### config.mk
export PLATFORM = sky130hd
export DESIGN_NAME = json_token_scanner
export DESIGN_NICKNAME = d
export VERILOG_FILES = /design/src/rtl/jts_pkg.sv /design/src/rtl/json_token_scanner.sv /design/src/rtl/jts_scan.sv /design/src/rtl/jts_fifo.sv
export VERILOG_INCLUDE_DIRS = /design/src /design/src/rtl
export SDC_FILE = /design/constraint.sdc
export NUM_CORES = 1
export LEC_CHECK = 0
export ABC_AREA = 1
export BUFFER_PORTS_ARGS = -buffer_cell sky130_fd_sc_hd__clkbuf_2
export CAP_MARGIN = 10
export CORE_MARGIN = 8
export CORE_UTILIZATION = 50
export CTS_CLUSTER_DIAMETER = 50
export DETAILED_ROUTE_END_ITERATION = 6
export PLACE_DENSITY = 0.64
export SLEW_MARGIN = 20
export SYNTH_ARGS = -nofsm -noshare
export SYNTH_HDL_FRONTEND = slang
export SYNTH_HIERARCHICAL = 1
export SYNTH_SLANG_ARGS = --single-unit
### constraint.sdc
create_clock -name clk -period 5.25 [get_ports clk]
set_input_delay 1.05 -clock clk [delete_from_list [all_inputs] [get_ports clk]]
set_output_delay 1.05 -clock clk [all_outputs]
set_load 0.005 [all_outputs]
### src/rtl/assert_macros.svh
// Assertion macros for the RTL top level.
`ifndef ASSERT_MACROS_SVH
`define ASSERT_MACROS_SVH

`ifndef SYNTHESIS
// Property must hold at every rising clock edge outside reset.
`define ASSERT_PROP(lbl, clk, rst_n, prop) \
  lbl: assert property (@(posedge clk) disable iff (!rst_n) prop) \
    else $error("assertion failed");
// Condition must never be seen outside reset.
`define ASSERT_NEVER(lbl, clk, rst_n, cond) \
  lbl: assert property (@(posedge clk) disable iff (!rst_n) !(cond)) \
    else $error("forbidden condition seen");
`else
`define ASSERT_PROP(lbl, clk, rst_n, prop)
`define ASSERT_NEVER(lbl, clk, rst_n, cond)
`endif

`endif

### src/rtl/jts_pkg.sv
// Shared types, codes and keyword tables for the JSON token scanner.
`timescale 1ns / 1ps
package jts_pkg;

  localparam int JTS_FIFO_DEPTH = 4;

  // token kinds
  localparam logic [3:0] KIND_LBRACE = 4'd0;
  localparam logic [3:0] KIND_RBRACE = 4'd1;
  localparam logic [3:0] KIND_LBRACK = 4'd2;
  localparam logic [3:0] KIND_RBRACK = 4'd3;
  localparam logic [3:0] KIND_COLON  = 4'd4;
  localparam logic [3:0] KIND_COMMA  = 4'd5;
  localparam logic [3:0] KIND_STRING = 4'd6;
  localparam logic [3:0] KIND_NUMBER = 4'd7;
  localparam logic [3:0] KIND_TRUE   = 4'd8;
  localparam logic [3:0] KIND_EOF    = 4'd11;
  localparam logic [3:0] KIND_ERROR  = 4'd12;

  // keyword selector
  localparam logic [1:0] KW_TRUE  = 2'd0;
  localparam logic [1:0] KW_FALSE = 2'd1;
  localparam logic [1:0] KW_NULL  = 2'd2;

  localparam logic [7:0] CH_QUOTE  = 8'h22;
  localparam logic [7:0] CH_MINUS  = 8'h2D;
  localparam logic [7:0] CH_LBRACE = 8'h7B;
  localparam logic [7:0] CH_RBRACE = 8'h7D;
  localparam logic [7:0] CH_LBRACK = 8'h5B;
  localparam logic [7:0] CH_RBRACK = 8'h5D;
  localparam logic [7:0] CH_COLON  = 8'h3A;
  localparam logic [7:0] CH_COMMA  = 8'h2C;
  localparam logic [7:0] CH_SPACE  = 8'h20;
  localparam logic [7:0] CH_TAB    = 8'h09;
  localparam logic [7:0] CH_CR     = 8'h0D;
  localparam logic [7:0] CH_ZERO   = 8'h30;
  localparam logic [7:0] CH_NINE   = 8'h39;
  localparam logic [7:0] CH_T      = 8'h74;
  localparam logic [7:0] CH_F      = 8'h66;
  localparam logic [7:0] CH_N      = 8'h6E;

  typedef enum logic [4:0] {
    MODE_IDLE    = 5'b00001,
    MODE_STRING  = 5'b00010,
    MODE_NUMBER  = 5'b00100,
    MODE_KEYWORD = 5'b01000,
    MODE_ERROR   = 5'b10000
  } jts_mode_t;

  typedef struct packed {
    logic       last;
    logic       token_done;
    logic       has_content;
    logic [7:0] content_byte;
    logic [3:0] token_kind;
  } jts_res_t;

  function automatic logic [7:0] kw_char(input logic [1:0] c, input logic [2:0] p);
    logic [7:0] ch;
    ch = 8'h00;
    case (c)
      KW_TRUE: begin
        case (p)
          3'd0: ch = "t";
          3'd1: ch = "r";
          3'd2: ch = "u";
          3'd3: ch = "e";
          default: ch = 8'h00;
        endcase
      end
      KW_FALSE: begin
        case (p)
          3'd0: ch = "f";
          3'd1: ch = "a";
          3'd2: ch = "l";
          3'd3: ch = "s";
          3'd4: ch = "e";
          default: ch = 8'h00;
        endcase
      end
      KW_NULL: begin
        case (p)
          3'd0: ch = "n";
          3'd1: ch = "u";
          3'd2: ch = "l";
          3'd3: ch = "l";
          default: ch = 8'h00;
        endcase
      end
      default: ch = 8'h00;
    endcase
    return ch;
  endfunction

  function automatic logic [2:0] kw_len(input logic [1:0] c);
    logic [2:0] len;
    case (c)
      KW_TRUE:  len = 3'd4;
      KW_FALSE: len = 3'd5;
      KW_NULL:  len = 3'd4;
      default:  len = 3'd0;
    endcase
    return len;
  endfunction

  function automatic jts_res_t mk_res(input logic [3:0] kind, input logic [7:0] b,
                                      input logic has, input logic done);
    jts_res_t r;
    r.last         = 1'b0;
    r.token_done   = done;
    r.has_content  = has;
    r.content_byte = has ? b : 8'h00;
    r.token_kind   = kind;
    return r;
  endfunction

endpackage

### src/rtl/json_token_scanner.sv
// A result is written into the result queue by the byte transfer that causes it, and is offered from there.
// Throughput: one byte per cycle while in_tready is high; a byte ending a number, or end of input
// in a string or number, may give two results, drained from the result queue one per cycle while out_tready is high.
// in_tready is high while the result queue has room for two more results.
// Reset (rst_n low, synchronous) returns the scanner to idle and empties the queue.
// Top level: JSON token scanner.
`timescale 1ns / 1ps
`include "assert_macros.svh"
module json_token_scanner import jts_pkg::*; #(
  parameter int FIFO_DEPTH = JTS_FIFO_DEPTH
) (
  input  logic       clk,
  input  logic       rst_n,
  input  logic       in_tvalid,
  output logic       in_tready,
  input  logic [7:0] in_tdata,   // [7:0] byte_in
  input  logic       in_tlast,   // end_of_input
  output logic       out_tvalid,
  input  logic       out_tready,
  output logic [7:0] out_tdata,  // [7:0] content_byte
  output logic [5:0] out_tuser,  // [3:0] token_kind, [4] has_content, [5] token_done
  output logic       out_tlast   // last result of this input transfer
);

  logic       step;
  logic       room2;
  logic [1:0] res_cnt;
  jts_res_t   res0, res1, head;
  jts_mode_t  mode;

  assign in_tready = room2;
  assign step      = in_tvalid && in_tready;

  jts_scan u_scan (
    .clk     (clk),
    .rst_n   (rst_n),
    .step    (step),
    .byte_in (in_tdata),
    .eoi     (in_tlast),
    .res_cnt (res_cnt),
    .res0    (res0),
    .res1    (res1),
    .mode    (mode)
  );

  jts_fifo #(.DEPTH(FIFO_DEPTH)) u_fifo (
    .clk       (clk),
    .rst_n     (rst_n),
    .push_cnt  (step ? res_cnt : 2'd0),
    .push0     (res0),
    .push1     (res1),
    .room2     (room2),
    .pop_valid (out_tvalid),
    .pop_ready (out_tready),
    .pop_data  (head)
  );

  assign out_tdata = head.content_byte;
  assign out_tuser = {head.token_done, head.has_content, head.token_kind};
  assign out_tlast = head.last;

  `ASSERT_PROP(a_mode_onehot, clk, rst_n, $onehot(mode))
  `ASSERT_PROP(a_eoi_to_idle, clk, rst_n, (step && in_tlast) |=> (mode == MODE_IDLE))
  `ASSERT_PROP(a_pair_closes, clk, rst_n, (step && res_cnt == 2'd2) |-> (res0.token_done && !res0.has_content && !res0.last))
  `ASSERT_NEVER(a_content_kind, clk, rst_n, out_tvalid && out_tuser[4] && (out_tuser[5] || (out_tuser[3:0] != KIND_STRING && out_tuser[3:0] != KIND_NUMBER)))

endmodule

### src/rtl/jts_scan.sv
// Scanner state and per-byte token decode; yields up to two results per transfer.
`timescale 1ns / 1ps
module jts_scan import jts_pkg::*; (
  input  logic      clk,
  input  logic      rst_n,
  input  logic      step,
  input  logic [7:0] byte_in,
  input  logic      eoi,
  output logic [1:0] res_cnt,
  output jts_res_t  res0,
  output jts_res_t  res1,
  output jts_mode_t mode
);

  jts_mode_t  mode_r, mode_nxt;
  logic [1:0] kw_choice_r, kw_choice_nxt;
  logic [2:0] kw_pos_r, kw_pos_nxt;

  // idle-mode decode of the current byte
  logic       idl_emit;
  jts_res_t   idl_res;
  jts_mode_t  idl_mode;
  logic [1:0] idl_choice;
  logic [2:0] idl_pos;
  logic       is_space, is_digit;

  assign is_space = (byte_in == CH_SPACE) || ((byte_in >= CH_TAB) && (byte_in <= CH_CR));
  assign is_digit = (byte_in >= CH_ZERO) && (byte_in <= CH_NINE);

  always_comb begin
    idl_emit   = 1'b0;
    idl_res    = mk_res(KIND_ERROR, 8'h00, 1'b0, 1'b1);
    idl_mode   = MODE_IDLE;
    idl_choice = kw_choice_r;
    idl_pos    = kw_pos_r;
    if (!is_space) begin
      case (byte_in)
        CH_LBRACE: begin idl_emit = 1'b1; idl_res = mk_res(KIND_LBRACE, 8'h00, 1'b0, 1'b1); end
        CH_RBRACE: begin idl_emit = 1'b1; idl_res = mk_res(KIND_RBRACE, 8'h00, 1'b0, 1'b1); end
        CH_LBRACK: begin idl_emit = 1'b1; idl_res = mk_res(KIND_LBRACK, 8'h00, 1'b0, 1'b1); end
        CH_RBRACK: begin idl_emit = 1'b1; idl_res = mk_res(KIND_RBRACK, 8'h00, 1'b0, 1'b1); end
        CH_COLON:  begin idl_emit = 1'b1; idl_res = mk_res(KIND_COLON, 8'h00, 1'b0, 1'b1); end
        CH_COMMA:  begin idl_emit = 1'b1; idl_res = mk_res(KIND_COMMA, 8'h00, 1'b0, 1'b1); end
        CH_QUOTE:  idl_mode = MODE_STRING;
        CH_T, CH_F, CH_N: begin
          idl_mode   = MODE_KEYWORD;
          idl_pos    = 3'd1;
          idl_choice = (byte_in == CH_T) ? KW_TRUE : (byte_in == CH_F) ? KW_FALSE : KW_NULL;
        end
        default: begin
          idl_emit = 1'b1;
          if (is_digit || byte_in == CH_MINUS) begin
            idl_mode = MODE_NUMBER;
            idl_res  = mk_res(KIND_NUMBER, byte_in, 1'b1, 1'b0);
          end else begin
            idl_mode = MODE_ERROR;
          end
        end
      endcase
    end
  end

  jts_res_t r0, r1;
  logic [1:0] cnt;
  logic [7:0] kw_exp;
  logic [2:0] kw_l;

  assign kw_exp = kw_char(kw_choice_r, kw_pos_r);
  assign kw_l   = kw_len(kw_choice_r);

  always_comb begin
    mode_nxt      = mode_r;
    kw_choice_nxt = kw_choice_r;
    kw_pos_nxt    = kw_pos_r;
    cnt           = 2'd0;
    r0            = mk_res(KIND_EOF, 8'h00, 1'b0, 1'b1);
    r1            = mk_res(KIND_EOF, 8'h00, 1'b0, 1'b1);
    if (eoi) begin
      mode_nxt      = MODE_IDLE;
      kw_choice_nxt = KW_TRUE;
      kw_pos_nxt    = 3'd0;
      case (mode_r)
        MODE_ERROR: cnt = 2'd0;
        MODE_KEYWORD: begin
          cnt = 2'd1;
          r0  = mk_res(KIND_ERROR, 8'h00, 1'b0, 1'b1);
        end
        MODE_STRING: begin
          cnt = 2'd2;
          r0  = mk_res(KIND_STRING, 8'h00, 1'b0, 1'b1);
        end
        MODE_NUMBER: begin
          cnt = 2'd2;
          r0  = mk_res(KIND_NUMBER, 8'h00, 1'b0, 1'b1);
        end
        default: cnt = 2'd1;
      endcase
    end else begin
      case (mode_r)
        MODE_ERROR: cnt = 2'd0;
        MODE_STRING: begin
          cnt = 2'd1;
          if (byte_in == CH_QUOTE) begin
            mode_nxt = MODE_IDLE;
            r0       = mk_res(KIND_STRING, 8'h00, 1'b0, 1'b1);
          end else begin
            r0 = mk_res(KIND_STRING, byte_in, 1'b1, 1'b0);
          end
        end
        MODE_NUMBER: begin
          if (is_digit) begin
            cnt = 2'd1;
            r0  = mk_res(KIND_NUMBER, byte_in, 1'b1, 1'b0);
          end else begin
            // close the number, then treat the byte as if idle
            r0            = mk_res(KIND_NUMBER, 8'h00, 1'b0, 1'b1);
            r1            = idl_res;
            cnt           = idl_emit ? 2'd2 : 2'd1;
            mode_nxt      = idl_mode;
            kw_choice_nxt = idl_choice;
            kw_pos_nxt    = idl_pos;
          end
        end
        MODE_KEYWORD: begin
          if (kw_choice_r == 2'd3 || kw_pos_r >= kw_l || kw_exp != byte_in) begin
            mode_nxt   = MODE_ERROR;
            kw_pos_nxt = 3'd0;
            cnt        = 2'd1;
            r0         = mk_res(KIND_ERROR, 8'h00, 1'b0, 1'b1);
          end else if (kw_pos_r + 3'd1 == kw_l) begin
            mode_nxt   = MODE_IDLE;
            kw_pos_nxt = 3'd0;
            cnt        = 2'd1;
            r0         = mk_res(KIND_TRUE + {2'b00, kw_choice_r}, 8'h00, 1'b0, 1'b1);
          end else begin
            kw_pos_nxt = kw_pos_r + 3'd1;
          end
        end
        default: begin
          r0            = idl_res;
          cnt           = idl_emit ? 2'd1 : 2'd0;
          mode_nxt      = idl_mode;
          kw_choice_nxt = idl_choice;
          kw_pos_nxt    = idl_pos;
        end
      endcase
    end
    if (cnt == 2'd1) r0.last = 1'b1;
    if (cnt == 2'd2) r1.last = 1'b1;
  end

  always_ff @(posedge clk) begin
    if (!rst_n) begin
      mode_r      <= MODE_IDLE;
      kw_choice_r <= KW_TRUE;
      kw_pos_r    <= 3'd0;
    end else if (step) begin
      mode_r      <= mode_nxt;
      kw_choice_r <= kw_choice_nxt;
      kw_pos_r    <= kw_pos_nxt;
    end
  end

  assign res_cnt = cnt;
  assign res0    = r0;
  assign res1    = r1;
  assign mode    = mode_r;

endmodule

### src/rtl/jts_fifo.sv
// Small result queue: takes up to two results per cycle, hands out one per cycle while pop_ready is high.
`timescale 1ns / 1ps
module jts_fifo import jts_pkg::*; #(
  parameter int DEPTH = JTS_FIFO_DEPTH
) (
  input  logic       clk,
  input  logic       rst_n,
  input  logic [1:0] push_cnt,
  input  jts_res_t   push0,
  input  jts_res_t   push1,
  output logic       room2,
  output logic       pop_valid,
  input  logic       pop_ready,
  output jts_res_t   pop_data
);

  localparam int AW = (DEPTH > 1) ? $clog2(DEPTH) : 1;
  localparam int CW = $clog2(DEPTH + 1);

  jts_res_t mem [DEPTH];
  logic [AW-1:0] wr_ptr_r, wr_ptr_nxt, rd_ptr_r, rd_ptr_nxt, wr_ptr1;
  logic [CW-1:0] count_r, count_nxt;
  logic pop;

  function automatic logic [AW-1:0] ptr_inc(input logic [AW-1:0] p);
    return (p == AW'(DEPTH - 1)) ? '0 : p + AW'(1);
  endfunction

  assign pop       = pop_valid && pop_ready;
  assign pop_valid = (count_r != '0);
  assign pop_data  = mem[rd_ptr_r];
  assign room2     = (count_r <= CW'(DEPTH - 2));
  assign wr_ptr1   = ptr_inc(wr_ptr_r);

  always_comb begin
    wr_ptr_nxt = wr_ptr_r;
    case (push_cnt)
      2'd1:    wr_ptr_nxt = wr_ptr1;
      2'd2:    wr_ptr_nxt = ptr_inc(wr_ptr1);
      default: wr_ptr_nxt = wr_ptr_r;
    endcase
    rd_ptr_nxt = pop ? ptr_inc(rd_ptr_r) : rd_ptr_r;
    count_nxt  = count_r + CW'(push_cnt) - CW'(pop);
  end

  always_ff @(posedge clk) begin
    if (push_cnt != 2'd0) mem[wr_ptr_r] <= push0;
    if (push_cnt == 2'd2) mem[wr_ptr1] <= push1;
  end

  always_ff @(posedge clk) begin
    if (!rst_n) begin
      wr_ptr_r <= '0;
      rd_ptr_r <= '0;
      count_r  <= '0;
    end else begin
      wr_ptr_r <= wr_ptr_nxt;
      rd_ptr_r <= rd_ptr_nxt;
      count_r  <= count_nxt;
    end
  end

endmodule

; Word level (Yosys, flattened, before mapping)
; Memory sizes are Yosys's and may differ from the RTL's. A register that Yosys moved wholly into a read port is not among the register bits.
; Index checks and enable logic that the tools add are counted.
[op_classes]
n_addsub = 7
mul = 0
n_div = 0
order_cmp = 6
n_eq_ne = 38
n_shift = 0
muxes = 64
bitwise = 0
reduce_logical = 24
[op_table]
columns = operator, count
row1 = $pmux 15 s7, 1
row2 = $mux 15, 6
row3 = $pmux 15 s4, 1
row4 = $eq 8x7->1 const B, 7
row5 = $mux 14, 3
row6 = $eq 8x6->1 const B, 5
row7 = $mux 5, 7
row8 = $pmux 7 s5, 1
row9 = $mux 2, 16
row10 = $pmux 7 s4, 1
row11 = $pmux 8 s3, 1
row12 = $pmux 7 s3, 1
row13 = $pmux 5 s4, 1
row14 = $mux 3, 6
row15 = $pmux 5 s3, 1
row16 = $eq 2x2->1 const B, 7
row17 = $pmux 2 s2, 3
row18 = $pmux 4 s3, 1
row19 = $mux 1, 10
row20 = $pmux 3 s3, 1
row21 = $ge 8x4->1 const B, 1
row22 = $ge 8x6->1 const B, 1
row23 = $le 8x4->1 const B, 1
row24 = $le 8x6->1 const B, 1
row25 = 37 further kinds, 55
[totals]
ff_bits = 17
latch_bits = 0
ram_bits = 60
mem_bits_ro = 0
input_bits = 13
output_inout_bits = 17
mem_count = 1
[mem_list]
columns = name, words, word_bits, rd, rd_clocked_by_memory_dff, wr, line
row1 = u_fifo.mem, 4, 15, 1, 1, 2, jts_fifo.sv:20  ; jts_res_t mem [DEPTH];

; Depth between registers and ports, before layout
; Gate-level depths: netlist of the first run.
[depth]
word_depth = 13
ltp_mapped = 26
ltp_nobuf = 26

; Cells and area by module
; The synthesis of the first run kept the hierarchy.
[modules_own_cells]
columns = module, instances, cells_per_inst, area_each_um2, seq_area_each_um2
row1 = jts_fifo, 1, 372, 3567.2, 1981.9
row2 = jts_scan, 1, 325, 1705.4, 200.2
row3 = json_token_scanner, 1, 6, 22.5, 0.0

; Worst setup path after synthesis of the first run
; OpenSTA, ideal clock, no wires.
[synth_path]
path_type = in2reg
start = input port in_tdata[6]
end = memory u_fifo/mem[0][0] (netlist bit), enable pin
setup_time_ns = 0.408
arrival_ns = 3.717
required_time_ns = 4.842
path_slack_ns = 1.125
path_stages = 16
cell_sequence = inv_1 > nor2_1 > nand4_1 > nand2_1 > nor2_1 > inv_1 > nor2_2 > nand2_1 > a21oi_1 > nand2_1 > nand2_1 > inv_1 > nor2_1 > inv_1 > ha_1 > o21ai_0
[synth_rtl]
columns = element, line
row1 = "start, declared", json_token_scanner.sv:16  ; input logic [7:0] in_tdata,
row2 = "end, declared", jts_fifo.sv:20

==> impl_metrics.csv, run 1 <==
group,metric,value,unit
critical_path,cp_max_fo,31,
clock_network,clockRootBuffer,"clkbuf_8",
clock_network,clk_pin_slew,0.09,ns
finish,instances_no_fill,864,
clock_network,cts.sinks,79,
global_routing,overflow,0,
clock_network,postCtsSetupRepairBufs,0,
global_routing,grt_usage,0.1827,
placement,port_buffers,29,
placement,dp_cells,848,
placement,gp_congestion,0.9116,
timing,fin_worst_skew,0.01331,ns
synth,syn_inst,703,
hold_path,min_from,"u_scan/mode[0]",
timing,slew_headroom,0.3264,
global_routing,grt_pass1_wl,21370,um
critical_path,r2r-end,"u_fifo/mem[2][11]",
clock_network,holdBufCountCts,0,
timing,fin_crit_sh,0.7546,
finish,areaGrowthSynthToFinish,7.183,%
clock_network,cts_buffers,9,
global_routing,grt_pass1_vias,4437,
synth,ys_seq_elements,79,
timing,setup_ws,1.288,ns
timing,rsz0062_at_grt,"no",
critical_path,reg2reg_depth,23,
floorplanning,die_w,118.9,um
drt,routedWlPerCell,14.83,um
flow_run,maxCapViolations,0,
finish,final_common_cell,"nand2_1",
critical_path,crit_arrival,4.00,ns
critical_path,critPathRequiredTime,5.29,ns
clock_network,clock_path_buffers,2,
floorplanning,die_area,14140,sq um
clock_network,insertion_delay,0.35,ns
power_and_ir_drop,finalPower,2.062,mW
timing,max_freq,0.2524,GHz
floorplanning,start_util,0.5129,
synth,synth_top_cell_area_share,0.3403,
synth,yosys.area.top_type,"edfxtp_1",
finish,layout_common_cells,"nand2_1, nor2_1, inv_1",
critical_path,critPathKind,"reg2reg",
synth,synth_flop_cell,"edfxtp_1",
timing,timing.hold.ws,0.5051,ns
drt,drc,0,
synth,syn_avg_cell_area,7.532,sq um
timing,worst_slew_pin_slew,1.009,ns
finish,final_nets,757,
synth,synth_cell_type_count,42,
synth,ys_async_sr_fraction,0,
finish,n_antenna_cell,0,
drt,via_count,4639,
floorplanning,boundaryPins,30,
drt,routed_wl,12810,um
drt,viasPerCell,5.369,
critical_path,startpoint_type,"flip-flop",
synth,yosysWarningCount,6,
critical_path,rrSetupSlack,1.29,ns
synth,synth_edf_count,60,
clock_network,tritoncts,"done",
power_and_ir_drop,p_leak,2.461,nW
drt,final_antenna_net_count,0,
synth,syn-cell-area,5295,sq um
global_routing,grt_max_degree,32,
critical_path,endpoint_kind,"flip-flop",
timing,finalHoldViolCount,0,
synth,yosys-top-cells-area,"edfxtp_1, nand2_1, dfxtp_1",
hold_path,hold_class,"reg2reg",
power_and_ir_drop,irDropWorstVdd,172.5,uV
synth,ys_seq_area_frac,0.4121,
clock_network,ctsResizeCount,0,
power_and_ir_drop,power_density,363.2,nW/um^2
timing,slew_violations,0,
hold_path,min_path_cells,2,
drt,firstDrtPassIters,5,
timing,fin_crit,3.962,ns
hold_path,worst_hold_path.endpoint,"u_scan/mode[0]",
finish,final_layout_size_suffix_gt1_frac,0.1277,
floorplanning,rows,37,
critical_path,rr_startpoint,"u_scan/kw_pos_r[2]",
floorplanning,die_h,118.9,um
floorplanning,core-area,10320,sq um
timing,setup_viol,0,
placement,dp_slack,1.045,ns
clock_network,htreeDepth,3,
status,status,"finished clean",
global_routing,antenna_found_initial,0,
timing,tns,0,ns
drt,drtIter0Drc,380,
placement,hpwl,9875,um
-- power by group --
part | switching [mW] | leakage, nW | internal (mW)
registers | 0.0799 | 0.708 | 0.774
clock network | 0.236 | 0.104 | 0.271
logic | 0.439 | 1.65 | 0.261
-- worst max-delay path, cell delays in order (launching register included) --
cell and delay [ns]:
dfxtp_1 0.49, inv_2 0.12, ha_1 0.21, inv_1 0.11, nand2_2 0.08, inv_2 0.05, nand2_2 0.05, nand2_2 0.07
nand2_2 0.08, o21ai_1 0.19, nand3_2 0.16, nor2_8 0.22, nand2_1 0.08, nand2_1 0.10, nand3_1 0.09, nand2_1 0.09
nand2_1 0.05, inv_1 0.05, nor2_1 0.05, inv_1 0.07, ha_1 0.33, nand2_2 0.40, o21ai_1 0.23, buf_4 0.26
-- worst max-delay path by stage --
stage	startpoint	end	depth (start not counted)
final	u_scan/kw_pos_r[2]	u_fifo/mem[2][11]	23
after global routing	u_scan/kw_pos_r[2]	u_fifo/mem[2][11]	23
after CTS	u_scan/kw_pos_r[2]	u_fifo/mem[2][11]	23
after detailed placement	in_tdata[6]	u_fifo/mem[2][5]	20
after global placement	in_tdata[6]	u_fifo/mem[1][6]	20
after floorplan	in_tdata[6]	u_fifo/mem[0][0]	16
-- layer usage --
| metal | wire length (um) | up-vias | track usage |
|---|---|---|---|
| met4 | 184 | 0 | 0.05850 |
| met1 | 5918 | 2129 | 0.2327 |
| met2 | 6067 | 127 | 0.3059 |
| met3 | 640 | 19 | 0.03543 |
| met5 | 0 | - | 0 |
| li1 | - | 2364 | - |
-- synth_stat cells (all sizes together), types with 3 or more instances --
cell / n
buf: 20
a21oi: 19
nor2: 104
o22ai: 17
a21boi: 3
clkbuf: 7
ha: 20
nand3: 29
dfxtp: 19
edfxtp: 60
nand2: 175
o21ai: 111
nand4: 8
nor3: 11
inv: 84
-- logic make-up after synthesis --
group | synth area share
buffers and inverters | 0.09735
AO/OA/AOI/OAI | 0.1673
adder cells (fa/ha/maj) | 0.05104
flip-flops | 0.4121
other | 0.0007082
XOR/XNOR | 0.001654
AND/OR/NAND/NOR | 0.2699
-- per-stage QoR --
step | cell area (sq um) | utilization
final | 5675 | 0.5498
after global routing | 5675 | 0.5498
after CTS | 5675 | 0.5498
after detailed placement | 5455 | 0.5284
after global placement | 5455 | 0.5284
after floorplan | 5306 | -
-- area by class of cell --
cell class | count | area (sq um)
Clock buffer | 10 | 127.6
Clock inverter | 6 | 92.59
Fill cell | 990 | 4648
Inverter | 85 | 319.1
Multi-Input combinational cell | 515 | 2609
Sequential cell | 79 | 2182
Tap cell | 136 | 170.2
Timing Repair Buffer | 33 | 175.2
-- registers in the layout, summed over array words and instances (netlist names), named ones only --
register / count
u_fifo/mem: 60
u_fifo/wr_ptr_r: 2
u_scan/mode: 5
u_fifo/count_r: 3
u_scan/kw_choice_r: 2
u_fifo/rd_ptr_r: 2
u_scan/kw_pos_r: 3
Note: power is estimated with default switching activity, not from simulation.
==> run 2: changes to the inputs <==
- clock period: 5.25 -> 3.7 ns (I/O delays scaled with it)
==> run 2 against run 1 <==
Clock power rose by 43%. Combinational power increased by 50%. Wire length is 0.80% lower. Critical path depth stayed put. Maximum frequency up 18%. Sequential power rose by 38%. Non-clock buffer count up 7. First-iteration DRC count fell by 19%. Cell count up 0.81%. Clock skew is 0.0022 ns higher. Largest power group unchanged.
==> impl_metrics.csv, run 2 (synthesized netlist as in run 1, its figures left out) <==
group,metric,value,unit
critical_path,rrSetupSlack,0.35,ns
finish,final_nets,764,
critical_path,crit_arrival,3.40,ns
drt,routedWlPerCell,14.59,um
floorplanning,core-area,10320,sq um
critical_path,endpoint_kind,"flip-flop",
hold_path,hold_class,"reg2reg",
critical_path,rr_startpoint,"u_scan/kw_pos_r[2]",
timing,slew_headroom,0.4209,
timing,finalHoldViolCount,0,
drt,viasPerCell,5.414,
clock_network,postCtsSetupRepairBufs,0,
drt,final_antenna_net_count,0,
clock_network,holdBufCountCts,0,
timing,setup_viol,0,
timing,rsz0062_at_grt,"no",
finish,final_common_cell,"nand2_1",
global_routing,grt_max_degree,32,
power_and_ir_drop,power_density,508.1,nW/um^2
drt,drtIter0Drc,307,
finish,layout_common_cells,"nand2_1, nor2_1, inv_1",
critical_path,startpoint_type,"flip-flop",
clock_network,cts.sinks,79,
finish,largest_register_ffs,60,
global_routing,overflow,0,
status,status,"finished clean",
critical_path,reg2reg_depth,23,
clock_network,cts_buffers,9,
finish,fillCellCount,989,
global_routing,grt_pass1_vias,4565,
clock_network,tritoncts,"done",
floorplanning,die_area,14140,sq um
critical_path,max_stage_delay,0.50,ns
floorplanning,die_w,118.9,um
timing,fin_worst_skew,0.01554,ns
drt,drc,0,
global_routing,grt_usage,0.1839,
critical_path,critPathKind,"reg2reg",
finish,n_antenna_cell,0,
floorplanning,rows,37,
critical_path,cp_slowest_cell,"dfxtp_1",
placement,gp_congestion,0.8544,
clock_network,clockRootBuffer,"clkbuf_8",
floorplanning,die_h,118.9,um
floorplanning,start_util,0.5129,
timing,fin_crit_sh,0.9047,
placement,port_buffers,29,
floorplanning,boundaryPins,30,
timing,slew_violations,0,
hold_path,min_from,"u_scan/mode[1]",
drt,via_count,4716,
clock_network,htreeDepth,3,
clock_network,insertion_delay,0.35,ns
power_and_ir_drop,p_leak,2.522,nW
critical_path,timing.critical_path.cells,"inv_2 > ha_1 > inv_1 > nor2_1 > nor2_1 > nand2_1 > nand2_1 > nand2_1 > nor2_1 > nand3_2 > nor2_8 > nand2_1 > nand2_1 > nand3_1 > nand2_1 > nand2_1 > inv_1 > nor2_1 > inv_1 > ha_2 > nand2_2 > o21ai_1 > buf_12",
critical_path,setup.worst_path.start,"u_scan/kw_pos_r[2]",
finish,areaGrowthSynthToFinish,9.877,%
flow_run,maxCapViolations,0,
placement,hpwl,9213,um
global_routing,grt_pass1_wl,21470,um
power_and_ir_drop,irDropWorstVdd,244.7,uV
critical_path,r2r-end,"u_fifo/mem[0][7]",
drt,firstDrtPassIters,5,
clock_network,clock_path_buffers,2,
finish,finalCoreUtilization,0.5636,
critical_path,cp_max_fo,15,
critical_path,cpMostUsedCell,"nand2_1",
global_routing,antenna_found_initial,0,
timing,fin_crit,3.347,ns
clock_network,clk_pin_slew,0.09,ns
critical_path,critPathRequiredTime,3.76,ns
finish,final_layout_size_suffix_gt1_frac,0.1374,
timing,worst_slew_pin_slew,0.8677,ns
finish,top_register,"u_fifo/mem",
timing,max_freq,0.2987,GHz
drt,routed_wl,12710,um
timing,timing.hold.ws,0.5113,ns
clock_network,ctsResizeCount,0,
critical_path,endpoint,"u_fifo/mem[0][7]",
## run 2: power by group
part / switching [mW] / internal, mW
registers: 0.0827 / 1.10
logic: 0.658 / 0.394
clock network: 0.339 / 0.385
## run 2: final cells by class
type | count | area (sq um) | area share
clock inverters | 6 | 92.59 | 0.01591
clock buffers | 10 | 127.6 | 0.02194
well taps | 136 | 170.2 | 0.02925
inverters | 85 | 319.1 | 0.05484
repair buffers | 40 | 315.3 | 0.05419
multi-input cells | 515 | 2611 | 0.4488
flip-flops and latches | 79 | 2182 | 0.3751
## run 2: per-layer routing
metal	track usage	share of wire	vias to the layer above
met3	0.03118	0.053	19
met4	0.07668	0.016	0
li1	-	-	2376
met2	0.3296	0.50	130
met1	0.2128	0.43	2191
met5	0	0	-
## run 2: per-stage QoR
step	TNS [ns]	cell area (sq um)	power (mW)	setup slack [ns]	cells
2_1_floorplan	-6.883	5306	1.897	-0.1147	706
3_3_place_gp	0	5595	2.219	0.2094	855
3_5_place_dp	0	5595	2.251	0.1866	855
4_1_cts	0	5816	2.979	0.2461	871
5_1_grt	0	5818	3.171	0.02519	871
6_report	0	5818	2.956	0.3527	871
## run 2: critical path, delay by kind of cell, from the launching register on
family                     cells  cell delay (ns)
and+or+nand+nor               15             1.35
adders and majority gates      2             0.48
buffers and inverters          5             0.57
DFF                            1             0.50
AOI/OAI and AO/OA              1             0.16
## run 2: how the worst min path moves through the flow
stage,endpoint,depth (start not counted)
2_1_floorplan,u_scan/mode[1],2
3_3_place_gp,u_scan/mode[1],2
3_5_place_dp,u_scan/mode[1],2
4_1_cts,u_scan/mode[1],2
5_1_grt,u_scan/mode[1],2
6_report,u_scan/mode[1],2
